File: src/prd_pkg.sv
package prd_pkg;

  // Fixed widths of the sensor path
  localparam int SMP_W   = 12;
  localparam int SUM_W   = 16;
  localparam int TICK_W  = 16;
  localparam int MS_W    = 10;
  localparam int BPM_W   = 8;
  localparam int WIN_W   = 6;
  localparam int JUMP_W  = 11;

  // Group and window sizes
  localparam int GROUP    = 10;
  localparam int WINDOW   = 50;
  localparam int CNT_W    = $clog2(GROUP);
  localparam int TRIM_DIV = GROUP - 2;

  // Reset values
  localparam int ADC_MAX         = 4095;
  localparam int TICK_MS_RST     = 20;
  localparam int BPM_FLOOR_RST   = 30;
  localparam int BPM_CEILING_RST = 200;

  // Rate divider: 16-bit dividend and quotient, divisor wide enough for an interval
  localparam int QUO_W      = 16;
  localparam int IVL_W      = TICK_W + MS_W;
  localparam int STEP_W     = $clog2(QUO_W);
  localparam int MS_PER_MIN = 60000;

  // Queue of group numerators between front and back
  localparam int FIFO_DEPTH = 4;
  localparam int FIFO_AW    = $clog2(FIFO_DEPTH);

  // Configuration port
  localparam int CFG_IDX_W  = 2;
  localparam int CFG_DATA_W = 10;

  typedef enum logic [CFG_IDX_W-1:0] {
    CFG_TICK_MS     = 2'd0,
    CFG_BPM_FLOOR   = 2'd1,
    CFG_BPM_CEILING = 2'd2
  } cfg_idx_e;

  typedef struct packed {
    logic [MS_W-1:0]  tick_ms;
    logic [BPM_W-1:0] bpm_floor;
    logic [BPM_W-1:0] bpm_ceiling;
  } cfg_t;

  typedef struct packed {
    logic             start;
    logic [QUO_W-1:0] dividend;
    logic [IVL_W-1:0] divisor;
  } div_req_t;

  typedef struct packed {
    logic             done;
    logic [QUO_W-1:0] quotient;
  } div_rsp_t;

endpackage

File: src/prd_front.sv
module prd_front (
  input  logic                       clk_i,
  input  logic                       rst_ni,
  input  logic                       in_valid_i,
  output logic                       in_ready_o,
  input  logic [prd_pkg::SMP_W-1:0]  adc_sample_i,
  input  logic                       fifo_full_i,
  output logic                       push_o,
  output logic [prd_pkg::SUM_W-1:0]  push_data_o
);
  import prd_pkg::*;

  logic [CNT_W-1:0] count_q, count_d;
  logic [SUM_W-1:0] sum_q, sum_d;
  logic [SMP_W-1:0] min_q, min_d;
  logic [SMP_W-1:0] max_q, max_d;

  logic             accept;
  logic             last;
  logic [SUM_W-1:0] sum_n;
  logic [SMP_W-1:0] min_n, max_n;

  // Take samples only while the queue can hold a finished group
  assign in_ready_o = ~fifo_full_i;
  assign accept     = in_valid_i & ~fifo_full_i;

  // Running group statistics including this beat
  assign sum_n = sum_q + SUM_W'(adc_sample_i);
  assign min_n = (adc_sample_i < min_q) ? adc_sample_i : min_q;
  assign max_n = (adc_sample_i > max_q) ? adc_sample_i : max_q;
  assign last  = (count_q == CNT_W'(GROUP - 1));

  // Trimmed numerator goes to the back on the last sample of a group
  assign push_o      = accept & last;
  assign push_data_o = sum_n - SUM_W'(min_n) - SUM_W'(max_n);

  always_comb begin
    count_d = count_q;
    sum_d   = sum_q;
    min_d   = min_q;
    max_d   = max_q;
    if (accept) begin
      if (last) begin
        count_d = '0;
        sum_d   = '0;
        min_d   = SMP_W'(ADC_MAX);
        max_d   = '0;
      end else begin
        count_d = count_q + CNT_W'(1);
        sum_d   = sum_n;
        min_d   = min_n;
        max_d   = max_n;
      end
    end
  end

  always_ff @(posedge clk_i or negedge rst_ni) begin
    if (!rst_ni) begin
      count_q <= '0;
      sum_q   <= '0;
      min_q   <= SMP_W'(ADC_MAX);
      max_q   <= '0;
    end else begin
      count_q <= count_d;
      sum_q   <= sum_d;
      min_q   <= min_d;
      max_q   <= max_d;
    end
  end

endmodule

File: src/prd_fifo.sv
module prd_fifo (
  input  logic                       clk_i,
  input  logic                       rst_ni,
  input  logic                       push_i,
  input  logic [prd_pkg::SUM_W-1:0]  push_data_i,
  input  logic                       pop_i,
  output logic [prd_pkg::SUM_W-1:0]  pop_data_o,
  output logic                       full_o,
  output logic                       empty_o
);
  import prd_pkg::*;

  logic [SUM_W-1:0]   mem_q [FIFO_DEPTH];
  logic [FIFO_AW-1:0] wr_ptr_q, wr_ptr_d;
  logic [FIFO_AW-1:0] rd_ptr_q, rd_ptr_d;
  logic [FIFO_AW:0]   fill_q, fill_d;
  logic               do_push, do_pop;

  assign full_o     = (fill_q == (FIFO_AW+1)'(FIFO_DEPTH));
  assign empty_o    = (fill_q == '0);
  assign do_push    = push_i & ~full_o;
  assign do_pop     = pop_i & ~empty_o;
  assign pop_data_o = mem_q[rd_ptr_q];

  // Pointer and fill bookkeeping
  always_comb begin
    wr_ptr_d = do_push ? wr_ptr_q + FIFO_AW'(1) : wr_ptr_q;
    rd_ptr_d = do_pop  ? rd_ptr_q + FIFO_AW'(1) : rd_ptr_q;
    fill_d   = fill_q;
    if (do_push && !do_pop) begin
      fill_d = fill_q + (FIFO_AW+1)'(1);
    end else if (do_pop && !do_push) begin
      fill_d = fill_q - (FIFO_AW+1)'(1);
    end
  end

  always_ff @(posedge clk_i or negedge rst_ni) begin
    if (!rst_ni) begin
      wr_ptr_q <= '0;
      rd_ptr_q <= '0;
      fill_q   <= '0;
    end else begin
      wr_ptr_q <= wr_ptr_d;
      rd_ptr_q <= rd_ptr_d;
      fill_q   <= fill_d;
    end
  end

  // Entry storage
  always_ff @(posedge clk_i) begin
    if (do_push) begin
      mem_q[wr_ptr_q] <= push_data_i;
    end
  end

endmodule

File: src/prd_div.sv
module prd_div (
  input  logic                  clk_i,
  input  logic                  rst_ni,
  input  prd_pkg::div_req_t     req_i,
  output prd_pkg::div_rsp_t     rsp_o
);
  import prd_pkg::*;

  logic              busy_q, busy_d;
  logic              done_q, done_d;
  logic [STEP_W-1:0] step_q, step_d;
  logic [IVL_W-1:0]  rem_q, rem_d;
  logic [QUO_W-1:0]  quo_q, quo_d;
  logic [IVL_W-1:0]  dvs_q, dvs_d;

  logic [IVL_W:0]    rem_sh;
  logic [IVL_W:0]    rem_sub;
  logic              take;

  // One restoring step: bring down the next dividend bit, subtract if it fits.
  // A zero divisor always fits, so the quotient comes out all ones.
  assign rem_sh  = {rem_q, quo_q[QUO_W-1]};
  assign take    = (rem_sh >= {1'b0, dvs_q});
  assign rem_sub = rem_sh - {1'b0, dvs_q};

  always_comb begin
    busy_d = busy_q;
    done_d = 1'b0;
    step_d = step_q;
    rem_d  = rem_q;
    quo_d  = quo_q;
    dvs_d  = dvs_q;
    if (req_i.start) begin
      busy_d = 1'b1;
      step_d = STEP_W'(QUO_W - 1);
      rem_d  = '0;
      quo_d  = req_i.dividend;
      dvs_d  = req_i.divisor;
    end else if (busy_q) begin
      rem_d  = take ? rem_sub[IVL_W-1:0] : rem_sh[IVL_W-1:0];
      quo_d  = {quo_q[QUO_W-2:0], take};
      step_d = step_q - STEP_W'(1);
      if (step_q == '0) begin
        busy_d = 1'b0;
        done_d = 1'b1;
      end
    end
  end

  always_ff @(posedge clk_i or negedge rst_ni) begin
    if (!rst_ni) begin
      busy_q <= 1'b0;
      done_q <= 1'b0;
      step_q <= '0;
    end else begin
      busy_q <= busy_d;
      done_q <= done_d;
      step_q <= step_d;
    end
  end

  always_ff @(posedge clk_i) begin
    rem_q <= rem_d;
    quo_q <= quo_d;
    dvs_q <= dvs_d;
  end

  assign rsp_o.done     = done_q;
  assign rsp_o.quotient = quo_q;

endmodule

File: src/prd_back.sv
module prd_back (
  input  logic                       clk_i,
  input  logic                       rst_ni,
  input  prd_pkg::cfg_t              cfg_i,
  input  logic                       fifo_empty_i,
  output logic                       pop_o,
  input  logic [prd_pkg::SUM_W-1:0]  pop_data_i,
  output prd_pkg::div_req_t          div_req_o,
  input  prd_pkg::div_rsp_t          div_rsp_i,
  output logic                       out_valid_o,
  input  logic                       out_ready_i,
  output logic [prd_pkg::SMP_W-1:0]  conditioned_sample_o,
  output logic                       pulse_level_o,
  output logic                       beat_o,
  output logic                       rate_updated_o,
  output logic [prd_pkg::BPM_W-1:0]  bpm_o
);
  import prd_pkg::*;

  typedef enum logic [3:0] {
    ST_IDLE = 4'b0001,
    ST_EVAL = 4'b0010,
    ST_MULT = 4'b0100,
    ST_RATE = 4'b1000
  } state_e;

  state_e state_q, state_d;

  // Detector state
  logic [SMP_W-1:0]  mean_q, mean_d;
  logic [SMP_W-1:0]  cur_q, cur_d;
  logic [WIN_W-1:0]  fill_q, fill_d;
  logic [SMP_W-1:0]  high_q, high_d;
  logic [SMP_W-1:0]  low_q, low_d;
  logic [SMP_W-1:0]  mid_q, mid_d;
  logic [JUMP_W-1:0] jump_q, jump_d;
  logic              pulse_q, pulse_d;
  logic              parity_q, parity_d;
  logic [TICK_W-1:0] tick_q, tick_d;
  logic [TICK_W-1:0] first_q, first_d;
  logic [TICK_W-1:0] diff_q, diff_d;
  logic [BPM_W-1:0]  bpm_q, bpm_d;

  // Result register
  logic              out_valid_q, out_valid_d;
  logic              beat_q, beat_d;
  logic              upd_q, upd_d;

  // Tick evaluation
  logic              slot_free;
  logic signed [SMP_W:0] rise;
  logic              win_take;
  logic [SMP_W-1:0]  high_n, low_n;
  logic [WIN_W-1:0]  fill_n;
  logic              win_done;
  logic [SMP_W:0]    span_sum;
  logic [SMP_W-1:0]  span;
  logic [SMP_W-1:0]  mid_n;
  logic [JUMP_W-1:0] jump_n;
  logic              pulse_n, beat_n, parity_n;
  logic              second_beat, rate_go;

  // Rate clamp
  logic [BPM_W-1:0]  rate_hi, rate_clamped;

  assign slot_free = ~out_valid_q | out_ready_i;

  // Window gate: only a rise below the jump limit joins the window
  assign rise     = $signed({1'b0, mean_q}) - $signed({1'b0, cur_q});
  assign win_take = (rise < $signed({2'b00, jump_q}));
  assign high_n   = (win_take && mean_q > high_q) ? mean_q : high_q;
  assign low_n    = (win_take && mean_q < low_q) ? mean_q : low_q;
  assign fill_n   = fill_q + WIN_W'(win_take);
  assign win_done = (fill_n >= WIN_W'(WINDOW));

  // Refresh midpoint and jump limit at the end of a window
  assign span_sum = {1'b0, high_n} + {1'b0, low_n};
  assign span     = high_n - low_n;
  assign mid_n    = win_done ? span_sum[SMP_W:1] : mid_q;
  assign jump_n   = win_done ? span[SMP_W-1:1] : jump_q;

  // Beat detection on rising crossings of the midpoint
  assign pulse_n     = (mean_q > mid_n);
  assign beat_n      = ~pulse_q & pulse_n;
  assign parity_n    = parity_q ^ beat_n;
  assign second_beat = beat_n & ~parity_n;
  assign rate_go     = second_beat & (tick_q > first_q);

  // Ceiling first, then floor
  assign rate_hi      = (div_rsp_i.quotient > QUO_W'(cfg_i.bpm_ceiling)) ?
                        cfg_i.bpm_ceiling : div_rsp_i.quotient[BPM_W-1:0];
  assign rate_clamped = (rate_hi < cfg_i.bpm_floor) ? cfg_i.bpm_floor : rate_hi;

  always_comb begin
    state_d     = state_q;
    mean_d      = mean_q;
    cur_d       = cur_q;
    fill_d      = fill_q;
    high_d      = high_q;
    low_d       = low_q;
    mid_d       = mid_q;
    jump_d      = jump_q;
    pulse_d     = pulse_q;
    parity_d    = parity_q;
    tick_d      = tick_q;
    first_d     = first_q;
    diff_d      = diff_q;
    bpm_d       = bpm_q;
    beat_d      = beat_q;
    upd_d       = upd_q;
    out_valid_d = out_valid_q & ~out_ready_i;
    pop_o       = 1'b0;
    div_req_o   = '0;

    case (state_q)
      // Pull a group numerator; the trimmed-mean divisor is a power of two
      ST_IDLE: begin
        if (!fifo_empty_i) begin
          pop_o   = 1'b1;
          mean_d  = SMP_W'(pop_data_i / SUM_W'(TRIM_DIV));
          state_d = ST_EVAL;
        end
      end
      // Commit the tick once the result register can take it
      ST_EVAL: begin
        if (slot_free) begin
          cur_d    = mean_q;
          high_d   = win_done ? '0 : high_n;
          low_d    = win_done ? SMP_W'(ADC_MAX) : low_n;
          fill_d   = win_done ? '0 : fill_n;
          mid_d    = mid_n;
          jump_d   = jump_n;
          pulse_d  = pulse_n;
          parity_d = parity_n;
          if (beat_n && parity_n) begin
            first_d = tick_q;
          end
          tick_d = second_beat ? TICK_W'(1) : tick_q + TICK_W'(1);
          diff_d = tick_q - first_q;
          beat_d = beat_n;
          upd_d  = 1'b0;
          if (rate_go) begin
            state_d = ST_MULT;
          end else begin
            out_valid_d = 1'b1;
            state_d     = ST_IDLE;
          end
        end
      end
      // Interval in ms straight into the divider's divisor register
      ST_MULT: begin
        div_req_o.start    = 1'b1;
        div_req_o.dividend = QUO_W'(MS_PER_MIN);
        div_req_o.divisor  = {{MS_W{1'b0}}, diff_q} * {{TICK_W{1'b0}}, cfg_i.tick_ms};
        state_d            = ST_RATE;
      end
      ST_RATE: begin
        if (div_rsp_i.done) begin
          bpm_d       = rate_clamped;
          upd_d       = 1'b1;
          out_valid_d = 1'b1;
          state_d     = ST_IDLE;
        end
      end
      default: begin
        state_d = ST_IDLE;
      end
    endcase
  end

  always_ff @(posedge clk_i or negedge rst_ni) begin
    if (!rst_ni) begin
      state_q     <= ST_IDLE;
      cur_q       <= '0;
      fill_q      <= '0;
      high_q      <= '0;
      low_q       <= SMP_W'(ADC_MAX);
      mid_q       <= '0;
      jump_q      <= '0;
      pulse_q     <= 1'b0;
      parity_q    <= 1'b0;
      tick_q      <= '0;
      first_q     <= '0;
      bpm_q       <= '0;
      out_valid_q <= 1'b0;
      beat_q      <= 1'b0;
      upd_q       <= 1'b0;
    end else begin
      state_q     <= state_d;
      cur_q       <= cur_d;
      fill_q      <= fill_d;
      high_q      <= high_d;
      low_q       <= low_d;
      mid_q       <= mid_d;
      jump_q      <= jump_d;
      pulse_q     <= pulse_d;
      parity_q    <= parity_d;
      tick_q      <= tick_d;
      first_q     <= first_d;
      bpm_q       <= bpm_d;
      out_valid_q <= out_valid_d;
      beat_q      <= beat_d;
      upd_q       <= upd_d;
    end
  end

  always_ff @(posedge clk_i) begin
    mean_q <= mean_d;
    diff_q <= diff_d;
  end

  assign out_valid_o          = out_valid_q;
  assign conditioned_sample_o = cur_q;
  assign pulse_level_o        = pulse_q;
  assign beat_o               = beat_q;
  assign rate_updated_o       = upd_q;
  assign bpm_o                = bpm_q;

  // Window never holds a full count between ticks
  a_fill_below: assert property (@(posedge clk_i) disable iff (!rst_ni)
    fill_q < WIN_W'(WINDOW))
    else $error("window fill reached its limit without a refresh");

  a_win_order: assert property (@(posedge clk_i) disable iff (!rst_ni)
    fill_q != '0 |-> high_q >= low_q)
    else $error("window high below window low");

  a_upd_on_beat: assert property (@(posedge clk_i) disable iff (!rst_ni)
    out_valid_q && upd_q |-> beat_q)
    else $error("rate update without a beat");

  a_div_owner: assert property (@(posedge clk_i) disable iff (!rst_ni)
    div_rsp_i.done |-> state_q == ST_RATE)
    else $error("divider finished with nobody waiting");

  a_emit_src: assert property (@(posedge clk_i) disable iff (!rst_ni)
    $rose(out_valid_q) |-> $past(state_q) == ST_EVAL || $past(state_q) == ST_RATE)
    else $error("result raised outside evaluation or rate step");

endmodule

File: src/pulse_rate_detector_core.sv
// Channel  Handshake                 Payload
// in       in_valid_i / in_ready_o   adc_sample_i
// out      out_valid_o / out_ready_i conditioned_sample_o, pulse_level_o, beat_o,
//                                    rate_updated_o, bpm_o
// cfg      cfg_valid_i / cfg_ready_o cfg_index_i, cfg_data_i
//
// Raw samples are taken one per cycle while the four-entry group queue has room.
// Each group takes the back through a pop, with the trimmed mean taken as a
// shift, and then an evaluate step; a tick that closes a beat interval adds the
// multiply and the 16-step 60000/interval divide.
// Reset is asynchronous, active low; no clearing pass, ready right after reset.
// A stalled result holds the back, the queue fills, and then in_ready_o drops.
module pulse_rate_detector_core (
  input  logic                            clk_i,
  input  logic                            rst_ni,
  input  logic                            in_valid_i,
  output logic                            in_ready_o,
  input  logic [prd_pkg::SMP_W-1:0]       adc_sample_i,
  output logic                            out_valid_o,
  input  logic                            out_ready_i,
  output logic [prd_pkg::SMP_W-1:0]       conditioned_sample_o,
  output logic                            pulse_level_o,
  output logic                            beat_o,
  output logic                            rate_updated_o,
  output logic [prd_pkg::BPM_W-1:0]       bpm_o,
  input  logic                            cfg_valid_i,
  output logic                            cfg_ready_o,
  input  logic [prd_pkg::CFG_IDX_W-1:0]   cfg_index_i,
  input  logic [prd_pkg::CFG_DATA_W-1:0]  cfg_data_i
);
  import prd_pkg::*;

  cfg_t             cfg_q, cfg_d;
  logic             fifo_full, fifo_empty;
  logic             push, pop;
  logic [SUM_W-1:0] push_data, pop_data;
  div_req_t         div_req;
  div_rsp_t         div_rsp;

  // Configuration registers; unknown indexes are dropped
  assign cfg_ready_o = 1'b1;

  always_comb begin
    cfg_d = cfg_q;
    if (cfg_valid_i) begin
      case (cfg_index_i)
        CFG_TICK_MS:     cfg_d.tick_ms     = cfg_data_i[MS_W-1:0];
        CFG_BPM_FLOOR:   cfg_d.bpm_floor   = cfg_data_i[BPM_W-1:0];
        CFG_BPM_CEILING: cfg_d.bpm_ceiling = cfg_data_i[BPM_W-1:0];
        default: begin
          cfg_d = cfg_q;
        end
      endcase
    end
  end

  always_ff @(posedge clk_i or negedge rst_ni) begin
    if (!rst_ni) begin
      cfg_q.tick_ms     <= MS_W'(TICK_MS_RST);
      cfg_q.bpm_floor   <= BPM_W'(BPM_FLOOR_RST);
      cfg_q.bpm_ceiling <= BPM_W'(BPM_CEILING_RST);
    end else begin
      cfg_q <= cfg_d;
    end
  end

  // Sample grouping
  prd_front u_front (
    .clk_i        (clk_i),
    .rst_ni       (rst_ni),
    .in_valid_i   (in_valid_i),
    .in_ready_o   (in_ready_o),
    .adc_sample_i (adc_sample_i),
    .fifo_full_i  (fifo_full),
    .push_o       (push),
    .push_data_o  (push_data)
  );

  // Group numerators waiting for the back
  prd_fifo u_fifo (
    .clk_i       (clk_i),
    .rst_ni      (rst_ni),
    .push_i      (push),
    .push_data_i (push_data),
    .pop_i       (pop),
    .pop_data_o  (pop_data),
    .full_o      (fifo_full),
    .empty_o     (fifo_empty)
  );

  // Iterative divider for the rate
  prd_div u_div (
    .clk_i  (clk_i),
    .rst_ni (rst_ni),
    .req_i  (div_req),
    .rsp_o  (div_rsp)
  );

  // Tick evaluation, beat and rate
  prd_back u_back (
    .clk_i                (clk_i),
    .rst_ni               (rst_ni),
    .cfg_i                (cfg_q),
    .fifo_empty_i         (fifo_empty),
    .pop_o                (pop),
    .pop_data_i           (pop_data),
    .div_req_o            (div_req),
    .div_rsp_i            (div_rsp),
    .out_valid_o          (out_valid_o),
    .out_ready_i          (out_ready_i),
    .conditioned_sample_o (conditioned_sample_o),
    .pulse_level_o        (pulse_level_o),
    .beat_o               (beat_o),
    .rate_updated_o       (rate_updated_o),
    .bpm_o                (bpm_o)
  );

endmodule

File: config.mk
export PLATFORM = sky130hd
export DESIGN_NAME = pulse_rate_detector_core
export DESIGN_NICKNAME = d
export VERILOG_FILES = /design/src/prd_pkg.sv /design/src/prd_front.sv /design/src/prd_fifo.sv /design/src/prd_div.sv /design/src/prd_back.sv /design/src/pulse_rate_detector_core.sv
export SDC_FILE = /design/constraint.sdc
export NUM_CORES = 1
export LEC_CHECK = 0
export BUFFER_PORTS_ARGS = -buffer_cell sky130_fd_sc_hd__buf_2
export CAP_MARGIN = 25
export CELL_PAD_IN_SITES_DETAIL_PLACEMENT = 1
export CELL_PAD_IN_SITES_GLOBAL_PLACEMENT = 1
export CORE_UTILIZATION = 51
export DETAILED_ROUTE_END_ITERATION = 10
export GPL_TIMING_DRIVEN = 0
export PLACE_DENSITY_LB_ADDON = 0.1
export SYNTH_ARGS = -nofsm -noshare
export SYNTH_HDL_FRONTEND = slang
export SYNTH_SLANG_ARGS = --single-unit
File: constraint.sdc
create_clock -name clk_i -period 10.4 [get_ports clk_i]
set_input_delay 0.52 -clock clk_i [delete_from_list [all_inputs] [get_ports clk_i]]
set_output_delay 0.52 -clock clk_i [all_outputs]
set_load 0.05 [all_outputs]
======== Word-level counts from Yosys, hierarchy flattened ========
Memory sizes are Yosys's and may differ from the RTL's. A register that Yosys moved wholly into a read port is not among the register bits.
Index checks and enable logic that the tools add are counted.
storage, ports and cells
  register bits ........................... 281
  memory bits (writable) .................. 64
  bits of input ports ..................... 29
  output and inout port bits .............. 26
  word-level logic and storage cells ...... 156
  memories kept ........................... 1
cells by class
  add/sub/neg operators ................... 16
  multiply operators ...................... 1
  order comparisons ....................... 11
  equal/unequal tests ..................... 11
  muxes and demuxes ....................... 45
  bitwise gates (word level) .............. 16
  reduce and logical (&&, ||, !) cells .... 23
memory list
  name          depth  bits a word  read ports  clocked after Yosys merged registers in  wr ports  RTL line        text
  u_fifo.mem_q  4      16           1           1                                        1         prd_fifo.sv:13  logic [SUM_W-1:0] mem_q [FIFO_DEPTH];
operator list
  kind                                                             count
  12-bit two-way mux                                               9
  16-bit two-way mux                                               4
  43-bit two-way mux                                               1
  12-bit greater-than comparator                                   3
  16-bit by 12-bit subtractor with 16-bit output                   2
  27-bit by 26-bit greater-or-equal comparator with 1-bit output   1
  16-bit by 10-bit multiplier with 26-bit output                   1
  26-bit two-way mux                                               1
  26-bit subtractor                                                1
  12-bit < comparator                                              2
  4-bit two-way mux                                                6
  16-bit by 1-bit adder with 16-bit output, second input constant  1
  16-bit by 12-bit adder with 16-bit output                        1
  16-bit greater-than comparator                                   1
  16-bit by 8-bit greater-than comparator with 1-bit output        1
  8-bit two-way mux                                                2
  4-bit case mux with 4 select lines                               1
  16-bit subtractor                                                1
  1-bit two-way mux                                                15
  12-bit by 12-bit adder with 13-bit output                        1
  13-bit by 12-bit < comparator with 1-bit output                  1
  12-bit by 12-bit subtractor with 13-bit output                   1
  2-bit AND reduction                                              6
  3-bit AND reduction                                              4
  other kinds (31)                                                 56

======== Longest topological paths before layout ========
  depth after elaboration ................. 15
  gate-level depth with buffers ........... 41
  mapped depth without buffers ............ 40

======== Hierarchy ========
From an unflattened synthesis, not the netlist that was laid out.
second synthesis, totals
  cell total of the unflattened synthesis .. 2761
  area, all modules ....................... 27161.0 sq um
by module, submodules not included
  module                    instances  cells an instance  area an instance (sq um)  seq. area each (sq um)
  prd_back                  1          1689               14945.6                   3709.8
  prd_div                   1          463                4421.7                    1931.9
  prd_front                 1          431                4002.6                    1116.1
  prd_fifo                  1          120                2778.9                    2097.0
  pulse_rate_detector_core  1          58                 1012.2                    661.9

======== Worst setup path before layout ========
OpenSTA, ideal clock, no wires.
  path kind ............................... reg2reg
  start ................................... reg u_back.cur_q[1] (netlist: u_back.conditioned_sample_o[1])
  end ..................................... reg u_back.first_q[10]
  setup time .............................. 125 ps
  data arrival time ....................... 8214 ps
  data required time ...................... 10275 ps
  setup slack ............................. 2061 ps
  cell stages (with the launch flop) ...... 40
  buffers on the path ..................... 2
  period minus slack after synthesis ...... 8339 ps
  path through ............................ dfrtp_1 inv_1 ha_1 nor2b_1 o31a_1 o21ai_0 nand2b_1 a21o_1 a21oi_1 xnor2_1 ha_1 a21oi_2 o21ai_1 a221o_1 o21ai_2 nand2_1 buf_2 a21oi_1 [... 4 more ...] a21oi_1 o21ai_1 a21oi_1 o21ai_0 nand2b_1 a21oi_1 o21bai_1 a2111oi_0 a211o_1 ha_1 nand4_1 nor2_1 a2111oi_0 nor3_1 ha_1 nand2_1 clkbuf_1 mux2_2
between the ends
  longest elaborated chain between the ends .. 11
  elaborated cells between the ends (all ways) .. 15
  classes of those cells .................. 3 x add/sub; 3 x order compare; 3 x mux; 2 x bitwise; 4 x reduce/logical
RTL lines
  what                                                                                            RTL line         text
  from (decl)                                                                                     prd_back.sv:31   logic [SMP_W-1:0] cur_q, cur_d;
  from (signal assigned)                                                                          prd_back.sv:190  cur_q <= cur_d;
  12-bit by 12-bit subtractor with 13-bit output (*)                                              prd_back.sv:69   assign rise = $signed({1'b0, mean_q}) - $signed({1'b0, cur_q});
  13-bit by 12-bit < comparator with 1-bit output (*)                                             prd_back.sv:70   assign win_take = (rise < $signed({2'b00, jump_q}));
  parallel branches: the longest is 3 deep, another holds 6-bit by 1-bit adder with 6-bit output  n/a
  12-bit two-way mux (*)                                                                          prd_back.sv:79   assign mid_n = win_done ? span_sum[SMP_W:1] : mid_q;
  12-bit greater-than comparator (*)                                                              prd_back.sv:83   assign pulse_n = (mean_q > mid_n);
  1-bit bitwise AND (*)                                                                           prd_back.sv:84   assign beat_n = ~pulse_q & pulse_n;
  net u_back.beat_n                                                                               prd_back.sv:60   logic pulse_n, beat_n, parity_n;
  1-bit bitwise XOR                                                                               prd_back.sv:85   assign parity_n = parity_q ^ beat_n;
  1-bit logical AND (*)                                                                           prd_back.sv:135  if (beat_n && parity_n) begin
  3-bit AND reduction (no line) (*)                                                               n/a
  to (signal assigned)                                                                            prd_back.sv:199  first_q <= first_d;
  to (decl)                                                                                       prd_back.sv:40   logic [TICK_W-1:0] first_q, first_d;
Mark *: on every way through the listed nets, which the timed path passes.
A chain may end at the register's enable or synchronous reset.

======== Worst setup path in the final report ========
  start ................................... reg u_back.mean_q[0], read port of u_fifo.mem_q
  end ..................................... reg u_back.first_q[10]
between the ends
  longest elaborated chain between the ends .. 11
  elaborated cells between the ends (all ways) .. 17
  classes of those cells .................. 3 x add/sub; 5 x order compare; 3 x mux; 2 x bitwise; 4 x reduce/logical
RTL lines
  what                                                                                                    RTL line         text
  from (decl)                                                                                             prd_back.sv:30   logic [SMP_W-1:0] mean_q, mean_d;
  parallel branches: the longest is 6 deep, another holds 12-bit by 12-bit subtractor with 13-bit output  n/a
  12-bit greater-than comparator (*)                                                                      prd_back.sv:83
  1-bit bitwise AND (*)                                                                                   prd_back.sv:84
  net u_back.beat_n                                                                                       prd_back.sv:60
  1-bit bitwise XOR                                                                                       prd_back.sv:85
  1-bit logical AND (*)                                                                                   prd_back.sv:135
  3-bit AND reduction (no line) (*)                                                                       n/a
Marked as above.

==> impl_results.md <==
- Status: completed
- Share of layout cells above drive strength 1: 0.103
- Fin. max-slew vios: 0
- Routability cong.: 0.905
- Pin count of the biggest net entering global routing: 99
- Util after Layout: 0.574
- Worst endpoint data arrival time: 10.31 ns
- Initial antenna violation count: 1
- CP required: 10.85 ns
- # DRC: 0
- Worst hold path type: input port to flop
- Synth async-reset ratio: 0.576
- Gr usage total: 0.290
- FP Rows: 81
- Die X: 227 um
- Post-DR vias/cell: 5.84
- Vias in the first global route: 21918
- CTS tree: done
- Die area: 51400 um^2
- CP endpoint kind: flop
- Largest stage delay, worst path: 0.61 ns
- PortBufs: 53
- Biggest area consumer among synthesized cells: dfrtp_1
- Final setup fails: 0
- Slew HR: 0.304
- Core ar.: 49400 um^2
- P&R area growth vs syn: 10.1%
- Synth cell types: 90
- DRT Wirelength: 72100 um
- Iteration count of the initial detailed-routing pass: 5
- First-pass GRT wire length: 116000 um
- Fmax: 101 MHz
- Skew final: 0.0229 ns
- Routed wire per std cell: 21.1 um
- Register area: 9010 um^2
- Clk pin slew, worst setup/hold paths: 0.06 ns
- Period minus WS final: 9.86 ns
- Crit path launch type: flop
- Commonest non-fill, non-tap cell in the layout: inv_1
- Final worst-path cycle share: 0.949
- N_diodes: 0
- Main area contributors after synthesis: dfrtp_1 (16%), edfxtp_1 (14%), ha_1 (12%)
- Clock root cell: clkbuf_16
- Post-synthesis sequential area ratio: 0.350
- Max clock buf depth: 3
- Worst skew pair latency: 0.57 ns
- Fillcell total: 5541
- Post-synth top area share: 0.158
- #FFs+latches synth: 340
- # clock sinks: 340
- First-iteration detailed-routing DRC count: 837
- Syn Area/Cell: 9.84 um^2
- Worst Tran Pin Value: 1.02 ns
- Worst Path Max Fanout: 10
- Endpoints failing hold: 0
- Post-route ant nets: 0
- Synthesized area: 25700 um^2
- Total congestion overflow: 0
- Reg2reg setup slack: 0.54 ns
- Nets: 3128
- Die height: 227 um
- EDFF count, synth: 118
- TritonCTS buffer count: 41
- H-Tree Depth: 2
- Mapped Nets: 3028
- Most frequent cells in the layout: inv_1 (286), nand2_1 (261), ha_1 (255)
- Max_cap viols: 0
- Top FF cell, synth: dfrtp_1
- Gate Count Post-Synth: 2616
- CP max stage cell: a2111oi_1
- Ys Warns: 0
- Initial Utilization: 0.521
- Vias: 19920
- Top-Level Pins: 55
- Detail Placement HPWL: 55300 um
- Footprint of the multi-input gates: 15300 um^2
- Crit Path Category: flop to flop
-- routing by layer --
layer	GRT usage	vias up	wire length (um)	part of all wire
met5	0	-	9	0.00012
li1	-	9247	-	-
met3	0.0417	159	2570	0.036
met2	0.520	343	37000	0.51
met4	0.107	2	2420	0.034
met1	0.350	10169	30100	0.42
-- sequential cells by signal (all words and copies together) (netlist names), 15 cells and up --
register        count
cfg_q              26
u_back.diff_q      16
u_back.first_q     16
u_back.tick_q      16
u_div.dvs_q        26
u_div.quo_q        16
u_div.rem_q        26
u_fifo.mem_q       48
u_front.sum_q      15
-- final cells by class --
class | count | area share
plain buffers | 94 | 0.0131
well taps | 664 | 0.0293
repair buffers | 57 | 0.0123
inverters | 286 | 0.0379
multi-input cells | 1896 | 0.540
clock buffers | 49 | 0.0394
flip-flops and latches | 340 | 0.318
clock inverters | 27 | 0.0102
-- repair_timing --
action	4_1_cts	5_1_grt
hold buffers	1	0
resized for setup	1	12
setup endpoints to repair	10	36
hold endpoints to repair	32	0
buffers inserted	0	0
gates cloned	0	0
-- per-stage QoR --
stage / setup TNS [ns] / hold WS, ns / area (um^2) / worst slack, ns / instances
final: 0 / 0.189 / 28300 / 0.535 / 3413
after global routing: -0.723 / 0.169 / 28300 / -0.0761 / 3413
after CTS: 0 / 0.162 / 28300 / 0.0160 / 3413
after detailed placement: 0 / 0.415 / 26900 / 0.136 / 3336
after global placement: 0 / 0.458 / 26800 / 0.286 / 3333
after floorplan: 0 / 0.224 / 25700 / 2.06 / 2616
-- worst paths after layout --
check                                  from                             end  cells after the start
setup / recovery           u_back.mean_q[0]              u_back.first_q[10]                     39
hold / removal                cfg_data_i[9]                       cfg_q[25]                      2
setup reg to reg           u_back.mean_q[0]              u_back.first_q[10]                     39
hold reg to reg             u_back.mid_q[5]                 u_back.mid_q[5]                      2
max in group asynchronous            rst_ni                u_front.min_q[0]                      4
min in group asynchronous            rst_ni  u_back.conditioned_sample_o[2]                      2
-- kinds of logic (layout without fill, tap and decap cells) --
kind of cell               count (synthesis)  after routing  share of synthesized area
xor gates and xnor gates                 115            115                     0.0391
and+or+nand+nor                          719            719                      0.133
other                                      1              1                   0.000146
muxes                                    138            138                     0.0627
adders and majority gates                383            383                      0.223
DFF                                      340            340                      0.350
AOI/OAI and AO/OA                        540            540                      0.136
buffers and inverters                    380            513                     0.0559
-- worst max-delay path: cells and delay by family, from the launching register on --
family / cells / cell delay [ns]
AOI/OAI and AO/OA: 17 / 4.19
DFF: 1 / 0.48
xor gates and xnor gates: 1 / 0.32
buffers and inverters: 4 / 0.95
adders and majority gates: 6 / 1.94
muxes: 1 / 0.37
and+or+nand+nor: 10 / 1.46
-- cell usage after synthesis (7+ instances only) --
library cell / instances
xor2_1: 38
nand4_1: 29
fa_1: 127
nand2b_1: 30
nor3b_1: 7
a21o_1: 47
o22ai_1: 11
xnor2_1: 77
a21oi_1: 132
inv_1: 286
nor3_1: 32
nor2_1: 164
dfrtp_1: 162
nor2b_1: 27
and2_1: 83
mux2_2: 65
nor4_1: 7
a31oi_1: 10
o21a_1: 14
o21bai_1: 14
edfxtp_1: 118
a211oi_1: 9
dfstp_2: 34
ha_1: 256
mux4_2: 12
nand3b_1: 7
o21ai_1: 12
a22o_1: 9
a22oi_1: 11
and3_1: 13
nand3_1: 25
a21boi_0: 10
o21ai_0: 157
buf_2: 7
buf_1: 7
o22a_1: 14
o211ai_1: 9
mux2i_1: 61
or3_1: 16
nand2_1: 262
dfxtp_1: 26
clkbuf_1: 79
Power is left out: the tool's default activity adds up to more than one toggle a clock period on the data nets, which glitch-free logic cannot reach.
